### src/rtl/core/fcull_pkg.sv
package fcull_pkg;

  localparam int NUM_PLANES          = 6;
  localparam int COORD_W             = 16;
  localparam int PLANE_W             = 64;
  localparam int CFG_IDX_W           = 3;
  localparam int COUNT_W             = 4;
  localparam int COUNT_MAX           = 15;
  localparam int PROD_W              = 32;
  localparam int SUM_W               = PROD_W + 2;
  localparam int TERMS               = 4;
  localparam int DEF_CORNERS_PER_BOX = 8;
  localparam int DEF_QUEUE_DEPTH     = 4;

  // Register indexes of the configuration port.
  typedef enum logic [CFG_IDX_W-1:0] {
    REG_NEAR   = 3'd0,
    REG_FAR    = 3'd1,
    REG_LEFT   = 3'd2,
    REG_RIGHT  = 3'd3,
    REG_TOP    = 3'd4,
    REG_BOTTOM = 3'd5
  } cfg_reg_t;

  // One classified corner as it travels from the front part to the back part.
  typedef struct packed {
    logic                  last;
    logic [NUM_PLANES-1:0] outside;
  } flags_t;

endpackage

### src/rtl/core/fcull_queue.sv
module fcull_queue #(
  parameter int QUEUE_DEPTH = fcull_pkg::DEF_QUEUE_DEPTH,
  localparam int PTR_W = (QUEUE_DEPTH > 1) ? $clog2(QUEUE_DEPTH) : 1,
  localparam int LVL_W = $clog2(QUEUE_DEPTH + 1)
) (
  input  logic              clk,
  input  logic              rst_n,
  input  logic              push,
  input  fcull_pkg::flags_t push_flags,
  input  logic              pop,
  output logic              head_valid,
  output fcull_pkg::flags_t head_flags,
  output logic [LVL_W-1:0]  level
);

  fcull_pkg::flags_t  slot_r [QUEUE_DEPTH];
  logic [PTR_W-1:0]   wr_ptr_r;
  logic [PTR_W-1:0]   rd_ptr_r;
  logic [LVL_W-1:0]   level_r;

  function automatic logic [PTR_W-1:0] bump(input logic [PTR_W-1:0] ptr);
    return (ptr == PTR_W'(QUEUE_DEPTH - 1)) ? '0 : ptr + 1'b1;
  endfunction

  always_ff @(posedge clk) begin
    if (push) begin
      slot_r[wr_ptr_r] <= push_flags;
    end
  end

  always_ff @(posedge clk) begin
    if (!rst_n) begin
      wr_ptr_r <= '0;
      rd_ptr_r <= '0;
      level_r  <= '0;
    end else begin
      if (push) begin
        wr_ptr_r <= bump(wr_ptr_r);
      end
      if (pop) begin
        rd_ptr_r <= bump(rd_ptr_r);
      end
      level_r <= level_r + LVL_W'(push) - LVL_W'(pop);
    end
  end

  assign head_valid = level_r != '0;
  assign head_flags = slot_r[rd_ptr_r];
  assign level      = level_r;

endmodule

### config.mk
export PLATFORM = sky130hd
export DESIGN_NAME = fcull_queue
export DESIGN_NICKNAME = d
export VERILOG_FILES = /design/src/rtl/core/fcull_pkg.sv /design/src/rtl/core/fcull_queue.sv
export SDC_FILE = /design/constraint.sdc
export NUM_CORES = 1
export LEC_CHECK = 0
export CAP_MARGIN = 20
export CORE_MARGIN = 4
export CORE_UTILIZATION = 50
export CTS_CLUSTER_DIAMETER = 30
export CTS_CLUSTER_SIZE = 25
export DETAILED_ROUTE_END_ITERATION = 10
export DONT_BUFFER_PORTS = 1
export SETUP_SLACK_MARGIN = 0.15
export SYNTH_ARGS = -nofsm -noshare
export SYNTH_HDL_FRONTEND = slang
export SYNTH_SLANG_ARGS = --single-unit
### constraint.sdc
create_clock -name clk -period 2.1 [get_ports clk]
set_input_delay 0.315 -clock clk [delete_from_list [all_inputs] [get_ports clk]]
set_output_delay 0.315 -clock clk [all_outputs]
set_load 0.03 [all_outputs]
==> results.cfg <==
[power_and_ir_drop]
powerDensity_nw_per_um2 = 944
power.total_uw = 1450
power.share.clock = 0.232
internal_power_uw = 1060
p_sw_uw = 395
pwr-share-seq = 0.623
power.leakage_uw = 0.000550
p_comb_frac = 0.145
vdd_ir_drop_max_mv = 0.602
switching_share = 0.271

[worst_setup_path]
crit_end = head_flags[1]
worstPathArrival_ps = 1490
cp.required_ps = 1780
cp_max_fo = 7
max_stage_delay_ps = 660
r2r_end = level[2]$_SDFF_PN0_
crit_chain = mux4_2
critPathBufInv = 0
crit_family = multiplexers
slowest_stage = mux4_2
cp.depth = 1
cp-end-kind = output port
rr_worst_depth = 8
reg2reg_from = level[0]$_SDFF_PN0_
setup.worst_path.class = reg -> out
cp-start-kind = flip-flop
rrSetupSlack_ps = 500

[timing]
timing.fmax_mhz = 553
post-route-period-util = 0.862
tightest_slew_ps = 447
setup-tns-final_ps = 0
setup_ws_ps = 290
setup_viol = 0
rsz0062_at_grt = false
relSlewSlack = 0.701
post-route-min-period_ps = 1810
finalClockSkew_ps = 5.09
drv_slew = 0
hold_viol = 0

[yosys]
yosysSeqAreaShare = 0.700
yosys_warnings = 0
synth_nets = 98
synth_ff_type = edfxtp_1
synth-edff-count = 28
avgSynthCellArea_um2 = 18.5
synth_cell_types = 16
async_reset_ff_frac = 0
synthesis.area_um2 = 1460
ys_ff_latch = 37
syn_inst = 79

[cts]
postCtsHoldBufs = 0
tritoncts = yes
cts_buffer_depth = 2
clockRootBuffer = clkbuf_4
cts_setup_buffers = 0
postCtsResizedCells = 1
clock_latency_ps = 330
path_clk_slew_ps = 100
cts.sinks = 37
h-tree-depth = 2
cts_buffers = 5

[final_layout]
nFillCells = 230
post-route-util = 0.554
multi_input_area_um2 = 400
drive_above_1_share = 0.163
diodes = 0
regArea_um2 = 1020
instances_no_fill = 117
finalNetCount = 104
area_delta_synth_final_pct = 5.57

[routing]
remaining_drc_errors = 0
vias = 637
drt-total-wl_mm = 2.01
firstDrtPassIters = 2
ant_nets = 0
vias_per_cell = 5.44
dr.first_iter.drc_count = 18
wl_per_cell_um = 17.2

[placement]
io_buffers = 0
dp_hpwl_mm = 1.38
pre_cts_slack_ps = 447
place.gp.congestion = 0.640
post-place-cells = 109

[global_route]
grt_max_degree = 12
antenna_found_initial = 0
grt_overflow_total = 0
grt_pass1_wl_mm = 3.21
grt_usage = 0.131
grt_pass1_vias = 649

[run]
max_cap_viol_count = 0

[floorplan]
die_width_um = 62.0
rows = 19
start_util = 0.525
ios = 22
coreArea_um2 = 2780
die_h_um = 62.0
die_area_um2 = 3850

[worst_hold_path]
hp-class = in -> reg

[outcome]
status = completed
-- through the flow --
step                instance area, um^2  hold WS, ps
floorplan                          1460          414
global placement                   1490          414
detailed placement                 1490          414
CTS                                1540         51.2
global route                       1540         18.0
finish                             1540         66.5
-- per-layer routing --
metal | GRT usage | wire length (um)
met1 | 0.150 | 845
met2 | 0.180 | 943
met3 | 0.0930 | 184
met4 | 0.0727 | 40
met5 | 0 | 0
-- kinds of logic after synthesis --
kind of cell / count (synthesis) / share of synthesized area
AOI/OAI and AO/OA: 2 / 0.00686
xor gates and xnor gates: 1 / 0.0154
adders and majority gates: 8 / 0.0738
buffers and inverters: 8 / 0.0257
DFF: 37 / 0.700
muxes: 9 / 0.122
and+or+nand+nor: 14 / 0.0566
-- synth_stat cells, types with 2 or more instances --
master / instances / area share
mux4_2: 7 / 0.11
nor2_1: 4 / 0.010
and2_1: 5 / 0.021
mux2i_1: 2 / 0.014
a21oi_1: 2 / 0.0069
nand2b_1: 2 / 0.0086
edfxtp_1: 28 / 0.58
inv_1: 6 / 0.015
or3b_1: 2 / 0.012
dfxtp_1: 9 / 0.12
ha_1: 7 / 0.060
-- flip-flops by register name, indices dropped and copies added, names as in the netlist, named ones only --
signal / cells
level: 3
slot_r: 28
rd_ptr_r: 2
wr_ptr_r: 2
-- area by class of cell --
type,count,area share
clock buffer,7,0.0292
sequential,37,0.664
timing repair buffer,1,0.00487
multi-input combinational,34,0.260
clock inverter,1,0.00244
tap,31,0.0252
inverter,6,0.0146
-- layout by cell type (no fill, tap or decap), drive strengths merged --
master / n
nor2: 4
nand2b: 2
mux2i: 2
edfxtp: 28
and2: 5
xnor3: 1
or3b: 2
dfxtp: 9
clkbuf: 7
or3: 1
a21oi: 2
clkinv: 1
fa: 1
mux4: 7
ha: 7
buf: 1
inv: 6
-- power groups by stage --
stage               combinational, uW  sequential [uW]  clock, uW
floorplan                         193              912          0
global placement                  208              922          0
detailed placement                215              925          0
CTS                               215              909        353
global route                      229              917        395
finish                            211              905        338
-- how the worst min path moves through the flow --
stage	from	end	slack, ps	cells past startpoint
after global routing	push_flags[5]	slot_r[1][5]$_DFFE_PP_	20	0
after floorplan	push_flags[0]	slot_r[0][0]$_DFFE_PP_	410	0
after detailed placement	push_flags[0]	slot_r[2][0]$_DFFE_PP_	410	0
after global placement	push_flags[0]	slot_r[3][0]$_DFFE_PP_	410	0
final	push_flags[1]	slot_r[2][1]$_DFFE_PP_	70	0
after CTS	push_flags[1]	slot_r[2][1]$_DFFE_PP_	50	0
Note: power is estimated with default switching activity, not from simulation.
