[src/rtl/core/fcull_pkg.sv]
package fcull_pkg;

  localparam int NUM_PLANES          = 6;
  localparam int COORD_W             = 16;
  localparam int PLANE_W             = 64;
  localparam int CFG_IDX_W           = 3;
  localparam int COUNT_W             = 4;
  localparam int COUNT_MAX           = 15;
  localparam int PROD_W              = 32;
  localparam int SUM_W               = PROD_W + 2;
  localparam int TERMS               = 4;
  localparam int DEF_CORNERS_PER_BOX = 8;
  localparam int DEF_QUEUE_DEPTH     = 4;

  // Register indexes of the configuration port.
  typedef enum logic [CFG_IDX_W-1:0] {
    REG_NEAR   = 3'd0,
    REG_FAR    = 3'd1,
    REG_LEFT   = 3'd2,
    REG_RIGHT  = 3'd3,
    REG_TOP    = 3'd4,
    REG_BOTTOM = 3'd5
  } cfg_reg_t;

  // One classified corner as it travels from the front part to the back part.
  typedef struct packed {
    logic                  last;
    logic [NUM_PLANES-1:0] outside;
  } flags_t;

endpackage

[src/rtl/core/fcull_if.sv]


interface fcull_result_if;
  logic valid;
  logic ready;
  logic visible;

  modport source (output valid, visible, input ready);
  modport sink   (input valid, visible, output ready);
endinterface


[src/rtl/core/fcull_back.sv]
module fcull_back #(
  parameter int CORNERS_PER_BOX = fcull_pkg::DEF_CORNERS_PER_BOX
) (
  input  logic              clk,
  input  logic              rst_n,
  input  logic              head_valid,
  input  fcull_pkg::flags_t head_flags,
  output logic              pop,
  fcull_result_if.source    out_if
);

  logic [fcull_pkg::COUNT_W-1:0] count_r   [fcull_pkg::NUM_PLANES];
  logic [fcull_pkg::COUNT_W-1:0] count_inc [fcull_pkg::NUM_PLANES];
  logic                          hit;
  logic                          out_free;
  logic                          out_valid_r;
  logic                          visible_r;
  logic                          emit;

  always_comb begin
    hit = 1'b0;
    for (int p = 0; p < fcull_pkg::NUM_PLANES; p++) begin
      count_inc[p] = (head_flags.outside[p] &&
                      (count_r[p] != fcull_pkg::COUNT_W'(fcull_pkg::COUNT_MAX)))
                     ? count_r[p] + 1'b1 : count_r[p];
      hit = hit || (count_inc[p] == fcull_pkg::COUNT_W'(CORNERS_PER_BOX));
    end
  end

  // A last corner needs a free output slot, other corners never wait.
  assign out_free = !out_valid_r || out_if.ready;
  assign pop      = head_valid && (!head_flags.last || out_free);
  assign emit     = pop && head_flags.last;

  always_ff @(posedge clk) begin
    if (!rst_n) begin
      for (int p = 0; p < fcull_pkg::NUM_PLANES; p++) begin
        count_r[p] <= '0;
      end
      out_valid_r <= 1'b0;
    end else begin
      if (pop) begin
        for (int p = 0; p < fcull_pkg::NUM_PLANES; p++) begin
          count_r[p] <= head_flags.last ? '0 : count_inc[p];
        end
      end
      if (emit) begin
        out_valid_r <= 1'b1;
      end else if (out_if.ready) begin
        out_valid_r <= 1'b0;
      end
    end
  end

  always_ff @(posedge clk) begin
    if (emit) begin
      visible_r <= !hit;
    end
  end

  assign out_if.valid   = out_valid_r;
  assign out_if.visible = visible_r;

endmodule

[src/flat_wrapper.sv]
// flat-port wrapper written by rule: the top's interface ports become plain ports
module fcull_back_flat 
#(
  parameter int CORNERS_PER_BOX = fcull_pkg::DEF_CORNERS_PER_BOX
)
  (clk, rst_n, head_valid, head_flags, pop, out_if_valid, out_if_visible, out_if_ready);
  fcull_result_if out_if_i ();
  input  logic clk;
  input  logic rst_n;
  input  logic head_valid;
  input  fcull_pkg::flags_t head_flags;
  output logic pop;
  output wire logic [$bits(out_if_i.valid)-1:0] out_if_valid;
  output wire logic [$bits(out_if_i.visible)-1:0] out_if_visible;
  input wire logic [$bits(out_if_i.ready)-1:0] out_if_ready;
  assign out_if_valid = out_if_i.valid;
  assign out_if_visible = out_if_i.visible;
  assign out_if_i.ready = out_if_ready;
  fcull_back #(.CORNERS_PER_BOX(CORNERS_PER_BOX)) u_core (.clk(clk), .rst_n(rst_n), .head_valid(head_valid), .head_flags(head_flags), .pop(pop), .out_if(out_if_i));
endmodule
[config.mk]
export PLATFORM = sky130hd
export DESIGN_NAME = fcull_back_flat
export DESIGN_NICKNAME = d
export VERILOG_FILES = /design/src/rtl/core/fcull_pkg.sv /design/src/rtl/core/fcull_if.sv /design/src/rtl/core/fcull_back.sv /design/src/flat_wrapper.sv
export SDC_FILE = /design/constraint.sdc
export NUM_CORES = 1
export LEC_CHECK = 0
export CAP_MARGIN = 40
export CORE_UTILIZATION = 50
export CTS_CLUSTER_DIAMETER = 40
export CTS_CLUSTER_SIZE = 30
export DETAILED_ROUTE_END_ITERATION = 12
export DONT_BUFFER_PORTS = 1
export PLACE_DENSITY_LB_ADDON = 0.1
export SLEW_MARGIN = 40
export SYNTH_ARGS = -nofsm -noshare
export SYNTH_HDL_FRONTEND = slang
export SYNTH_SLANG_ARGS = --single-unit
export TNS_END_PERCENT = 5
[constraint.sdc]
create_clock -name clk -period 1.6 [get_ports clk]
set_input_delay 0.48 -clock clk [delete_from_list [all_inputs] [get_ports clk]]
set_output_delay 0.48 -clock clk [all_outputs]
set_load 0.02 [all_outputs]
==> metrics.md, run 1 <==
| Metric | Value |
|---|---|
| Final WL | 3040 µm |
| Cell variety after synth | 34 |
| Power per Cell Area | 702 nW/µm² |
| CTS max path bufs | 2 |
| DIE HEIGHT | 59.2 µm |
| Clock Tree Root | clkbuf_4 |
| Crit path DAT | 1.79 ns |
| Reg2Reg Launch Point | u_core.count_r[2][1]$_SDFFCE_PP0P_ |
| Routed WL per cell | roughly 13 µm |
| Clock Pin Slew Worst Setup and Hold Paths | 0.14 ns |
| Setup TNS | -0.0476 ns |
| Total of max-cap violations | 0 |
| Final Hold Fails | 0 |
| Critical Path RT | 1.74 ns |
| Avg Synthesized Cell Area | 10.1 µm² |
| Static Leakage | 0.761 nW |
| Clock latency on the worst-skew pair | 0.31 ns |
| Slowest cell on crit path | edfxtp_1 |
| CP max FO | 5 |
| Least-Margin Pin Slew | between 0.3 and 0.4 ns |
| PortBufs | 0 |
| GRT Total Usage | 19.4% |
| Nets | 206 |
| Number of synthesized flops with an enable pin | 25 |
| Starting Density | 53.1% |
| Final min period | 1.65 ns |
| Diode count | 0 |
| Failing checks | negative setup slack |
| Worst reg-to-reg path cell count | 5 |
| Slew HR | slightly below 80% |
| DRC violation count after routing | 0 |
| Buffers and inverters on the worst path | 0 |
| Worst Hold Path EP | u_core.out_if.valid$_SDFFE_PN0P_ |
| Synth area leader | edfxtp_1 |
| Flops & latches, synth | 26 |
| Final Core Density | between 60% and 70% |
| Startpoint Class | flip-flop |
| RR Endpoint | u_core.out_if.visible$_DFFE_PP_ |
| Post-Synthesis Cell Area | 1630 µm² |
| Core footprint | 3080 µm² |
| Slack of the critical path | -0.0476 ns |
| Placed wire-length estimate | 2200 µm |
| Worst stage delay on the critical path | 0.42 ns |
| Largest net degree at the start of global routing | 25 |
| Die width | 59.2 µm |
| Cts bufs inserted | 3 |
| Reg2reg setup slack | -0.05 ns |
| Drt via density | 5.67 |
| Placer Congestion | 0.800 |
| Hold buffers post-CTS | 0 |
| Area contributors post-synth | edfxtp_1, nor2_1, ha_1 |
| Vias | around 1300 |
| RSZ-0062 raised after global routing | yes |
| FMAX | between 0.6 and 0.7 GHz |
| Die area | roughly 3500 µm² |
| Status | finished with violations |
| CTS H-tree depth | 1 |
| Global-route wire length before repair | 5150 µm |
| CTS tree | yes |
| Area Growth Syn to Fin | 17.9% |
| Post-synthesis sequential area ratio | about 47% |
| Initial DRC count | 70 |
| Top cell type's share of synthesized area | 45.9% |
| Yosys warning total | 0 |
| Routed Antenna Nets | 0 |
| Layout fillers | 280 |
| Total iterations of the first detailed-routing run | 4 |
| I/O Pins | 14 |
| Max Transition Viols Final | 0 |
| Startpoint of the worst hold path | rst_n |
| # setup viols final | 1 |
| Top FF cell, synth | edfxtp_1 |
| Number of cell rows | 20 |
| Clk_skew | 0.00984 ns |
| CTS Sinks | 26 |
| Critical path class | reg -> reg |
| Vias in the first global route | 1270 |
| GR Overflow Total | 0 |
| Peak supply drop | 0.000475 V |
| Layout cells sized above 1 | between 20% and 30% |
| Syn Nets | between 150 and 200 |
| Delay-heaviest family, CP | compound AO/OA/AOI/OAI gates |
| CP endpoint kind | flip-flop |
| Worst min-delay path category | in -> reg |
| Antenna violations before repair | 0 |
| Async SR Flop Fraction | 0% |
| Cell Chain, Critical Path | ha_2 -> and4b_1 -> a32o_1 -> a22o_1 -> nor4_2 |
| Hold-critical path depth | 1 |
| Mapped Cells | 162 |
| Share of the cycle needed by the critical path after routing | 103% |
[sequential cells by signal (all words and copies together), names as in the netlist]
| register | flops |
|---|---|
| u_core.count_r | 24 |
| u_core.out_if.valid | 1 |
| u_core.out_if.visible | 1 |
[worst register-to-register path, cell delays in order, from the launching register on]
cell,delay (ns)
edfxtp_1,0.42
ha_2,0.23
and4b_1,0.21
a32o_1,0.27
a22o_1,0.22
nor4_2,0.13
[worst max-delay path by stage]
| stage | start | to | slack [ns] | cells past startpoint |
|---|---|---|---|---|
| after detailed placement | u_core.count_r[0][1]$_SDFFCE_PP0P_ | u_core.out_if.visible$_DFFE_PP_ | -0.08 | 6 |
| after floorplan | out_if_ready | u_core.count_r[0][0]$_SDFFCE_PP0P_ | -0.03 | 3 |
| after global placement | u_core.count_r[0][1]$_SDFFCE_PP0P_ | u_core.out_if.visible$_DFFE_PP_ | -0.06 | 6 |
| after CTS | u_core.count_r[2][1]$_SDFFCE_PP0P_ | u_core.out_if.visible$_DFFE_PP_ | -0.03 | 5 |
| final | u_core.count_r[2][1]$_SDFFCE_PP0P_ | u_core.out_if.visible$_DFFE_PP_ | -0.05 | 5 |
| after global routing | u_core.count_r[2][1]$_SDFFCE_PP0P_ | u_core.out_if.visible$_DFFE_PP_ | -0.12 | 5 |
[layer usage]
metal / global-route usage (%) / vias to the layer above / routed length (µm) / share of wire (%)
li1: - / 669 / - / -
met1: 25.5 / 619 / 1420 / 47
met2: 33.0 / 25 / 1490 / 49
met3: 1.97 / 2 / 103 / 3.4
met4: 7.82 / 0 / 18 / 0.59
met5: 0 / - / 0 / 0
[stage by stage]
step	setup WS [ns]	instance area, µm²	total power, W	hold WS [ns]	cells
after detailed placement	-0.0815	1860	0.00107	0.607	225
after global placement	-0.0589	1860	0.00106	0.601	225
after global routing	-0.122	1930	0.00142	0.264	232
after CTS	-0.0349	1910	0.00136	0.270	231
after floorplan	-0.0332	1650	0.000989	0.598	162
final	-0.0476	1930	0.00135	0.278	232
[synth_stat cells (2+ instances only)]
master	instances
nand3_1	10
nand2_1	12
a32o_1	2
a21oi_1	8
a31oi_1	2
ha_1	6
and4b_1	5
inv_1	2
nor2b_1	4
clkbuf_1	3
xor2_1	6
mux2_2	6
mux2i_1	4
nor3_1	7
edfxtp_1	25
nor2_1	24
o21ai_0	8
a21boi_0	2
nand4_1	5
nand3b_1	7
[final cells by class]
| class | count | area (µm²) | area share (%) |
|---|---|---|---|
| flip-flops and latches | 26 | 771 | 40.0 |
| repair buffers | 26 | 195 | 10.1 |
| well taps | 44 | 55.1 | 2.86 |
| inverters | 2 | 7.51 | 0.390 |
| multi-input cells | 130 | 872 | 45.3 |
| clock buffers | 4 | 26.3 | 1.36 |
[what timing repair did]
action                     in CTS  in global routing
pin swaps                       1                  1
hold endpoints to repair        0                  0
resized for setup               3                  3
setup buffers                   2                  1
setup endpoints to repair       2                  2
gates cloned                    0                  0
[layout by cell type, fill, tap and decap left out, types with 4 or more instances in the layout]
cell type,n
nand3b_1,7
a21oi_1,8
nor3_1,7
nor2_1,24
nand3_1,10
edfxtp_1,25
o21ai_0,8
ha_2,4
buf_4,26
and4b_1,5
xor2_1,6
nand2_1,11
mux2_2,6
mux2i_1,4
nand4_1,5
[report_power, final]
part           internal [W]  switching (W)  leakage [nW]
Sequential         0.000792      0.0000364         0.283
Combinational      0.000124       0.000116         0.463
Clock             0.0000973       0.000187        0.0150
[cells by family after synthesis]
group,share of synthesized area (%)
compound gates,10.2
fa+ha+maj,4.59
mux,6.58
buf+inv,1.45
flops,47.2
xor+xnor,3.75
simple gates,26.3
Power figures use the tool's default switching activity.
==> run 2, diff against run 1 <==
ABC_AREA = 1   (was unset)
==> run 2 against run 1 <==
- the flow now finishes without violations
- via count up 7.4%
- hold slack got worse by 0.021 ns
- largest power group unchanged
- wire length rose by 11%
==> metrics.md, run 2 <==
| Metric | Value |
|---|---|
| Diode count | 0 |
| Critical Path RT | 1.69 ns |
| Drt via density | 5.17 |
| Routed Antenna Nets | 0 |
| DRC violation count after routing | 0 |
| Hold-critical path depth | 2 |
| CTS tree | yes |
| Critical path class | reg -> reg |
| Vias in the first global route | approximately 1300 |
| Yosys warning total | 0 |
| Startpoint of the worst hold path | rst_n |
| CTS max path bufs | 2 |
| Least-Margin Pin Slew | 0.331 ns |
| Crit path DAT | 1.69 ns |
| Cts bufs inserted | 3 |
| Mapped Cells | 205 |
| CP max FO | 5 |
| Worst min-delay path category | in -> reg |
| Antenna violations before repair | 0 |
| Routed WL per cell | about 12 µm |
| # setup viols final | 0 |
| Static Leakage | 0.893 nW |
| Starting Density | 53.0% |
| Die width | 58.9 µm |
| Reg2Reg Launch Point | u_core.count_r[3][1]$_SDFFCE_PP0P_ |
| Global-route wire length before repair | 5150 µm |
| Cell Chain, Critical Path | ha_2 -> nand3_2 -> nand2_4 -> nor2_1 -> xor2_1 -> nand3_1 -> nand2_1 -> nor2_1 |
| Number of synthesized flops with an enable pin | 25 |
| Vias | 1412 |
| Power per Cell Area | 693 nW/µm² |
| Clock Tree Root | clkbuf_4 |
| Nets | 247 |
| Placer Congestion | 0.858 |
| Slew HR | between 70% and 80% |
| Clock latency on the worst-skew pair | 0.31 ns |
| CTS H-tree depth | 1 |
| CTS Sinks | 26 |
| Most numerous cell in the Yosys netlist | nand2_1 |
| Initial DRC count | 80 |
| Most frequent cells in the layout | nand2_1, nor2_1, inv_1, edfxtp_1, buf_4 |
| Finished Cell Area | 2010 µm² |
| Syn Nets | 222 |
| Clock Pin Slew Worst Setup and Hold Paths | 0.13 ns |
| I/O Pins | 14 |
| Top FF cell, synth | edfxtp_1 |
| Total of max-cap violations | 0 |
| Peak supply drop | between 0.0005 and 0.0006 V |
| Die area | 3470 µm² |
| Area contributors post-synth | edfxtp_1, nand2_1, nor2_1 |
| Cell variety after synth | 19 |
| Placed wire-length estimate | 2200 µm |
| Buffers and inverters on the worst path | 0 |
| Core footprint | around 3100 µm² |
| Clk_skew | 0.00154 ns |
| Reg2reg setup slack | 0.007 ns |
| Most common cell after layout, fill and taps aside | nand2_1 |
| PortBufs | 0 |
| Post-Synthesis Cell Area | 1620 µm² |
| GRT Total Usage | 19.6% |
| Largest net degree at the start of global routing | 25 |
| Share of the cycle needed by the critical path after routing | around 100% |
| Dpl cell area | 1790 µm² |
| Synth area leader | edfxtp_1 |
| Delay-heaviest family, CP | simple AND/OR/NAND/NOR gates |
| FMAX | 0.628 GHz |
| RSZ-0062 raised after global routing | yes |
| Layout fillers | 265 |
| Max FFs per register | 24 |
| Layout cells sized above 1 | 27.5% |
| Status | finished, final reports clean |
| Total iterations of the first detailed-routing run | 4 |
| Max Transition Viols Final | 0 |
| Worst reg-to-reg path cell count | 8 |
| Worst stage delay on the critical path | 0.41 ns |
| Area Growth Syn to Fin | 24.4% |
| RR Endpoint | u_core.out_if.visible$_DFFE_PP_ |
| Post-synthesis sequential area ratio | 47.6% |
| Async SR Flop Fraction | 0% |
| Most flops, register | u_core.count_r |
| Hold slack final | approximately 0.26 ns |
| Number of cell rows | 20 |
| GR Overflow Total | 0 |
| Flops & latches, synth | 26 |
| Final Hold Fails | 0 |
| Synth top cells by count | nand2_1, nor2_1, inv_1, edfxtp_1, nand3_1 |
| DIE HEIGHT | 58.9 µm |
| Worst Hold Path EP | u_core.out_if.valid$_SDFFE_PN0P_ |
| CP endpoint kind | flip-flop |
| Startpoint Class | flip-flop |
| Top cell type's share of synthesized area | 46.4% |
| Avg Synthesized Cell Area | 7.90 µm² |
| Crit-path most repeated cell | nor2_1 |
| Final min period | ~1.6 ns |
| Final WL | 3360 µm |
| Final Core Density | 66.0% |
| Hold buffers post-CTS | 0 |
| Slowest cell on crit path | edfxtp_1 |
==> run 2: cell families after synthesis <==
group / count (synthesis) / synth area share (%)
xor+xnor: 4 / 2.16
compound gates: 16 / 5.49
buf+inv: 32 / 7.42
simple gates: 121 / 32.7
fa+ha+maj: 6 / 4.64
flops: 26 / 47.6
==> run 2: per-stage QoR <==
step / power [W] / worst slack, ns / std cells / setup TNS [ns]
floorplan: 0.000997 / 0.0455 / 205 / 0
global route: 0.00147 / -0.0886 / 273 / -0.0886
detailed placement: 0.00108 / -0.0692 / 262 / -0.0692
global placement: 0.00107 / -0.0429 / 262 / -0.0429
CTS: 0.00137 / 0.00210 / 269 / 0
finish: 0.00140 / 0.00657 / 273 / 0
==> run 2: layout make-up <==
cell class	instances	area, µm²	area share, %
Clock inverter	1	3.75	0.186
Clock buffer	3	22.5	1.12
Inverter	30	113	5.59
Timing Repair Buffer	22	173	8.57
Multi-Input combinational cell	147	873	43.4
Tap cell	44	55.1	2.73
Sequential cell	26	774	38.4
==> run 2: per-layer routing <==
| metal | GRT usage [%] | vias up | part of all wire, % |
|---|---|---|---|
| li1 | - | 716 | - |
| met1 | 23.3 | 644 | 42 |
| met2 | 37.2 | 46 | 54 |
| met3 | 2.20 | 6 | 3.5 |
| met4 | 5.10 | 0 | 0.80 |
| met5 | 0 | - | 0 |
==> run 2: worst max path at each step <==
stage | startpoint | end | slack (ns) | cells past startpoint
floorplan | head_valid | u_core.count_r[0][0]$_SDFFCE_PP0P_ | 0.05 | 4
global placement | u_core.count_r[1][0]$_SDFFCE_PP0P_ | u_core.out_if.visible$_DFFE_PP_ | -0.04 | 9
detailed placement | u_core.count_r[1][0]$_SDFFCE_PP0P_ | u_core.out_if.visible$_DFFE_PP_ | -0.07 | 9
CTS | u_core.count_r[0][0]$_SDFFCE_PP0P_ | u_core.out_if.visible$_DFFE_PP_ | 0.002 | 9
global route | u_core.count_r[4][1]$_SDFFCE_PP0P_ | u_core.out_if.visible$_DFFE_PP_ | -0.09 | 10
finish | u_core.count_r[3][1]$_SDFFCE_PP0P_ | u_core.out_if.visible$_DFFE_PP_ | 0.007 | 8
==> run 2: power by group <==
group          switching, W  internal (W)
Sequential        0.0000457      0.000796
Combinational      0.000153      0.000127
Clock              0.000185     0.0000912
Total              0.000383       0.00101
==> run 2: timing repair <==
action | CTS | global route
resized for setup | 16 | 26
buffers inserted | 3 | 4
pin swaps | 2 | 14
setup endpoints to repair | 2 | 2
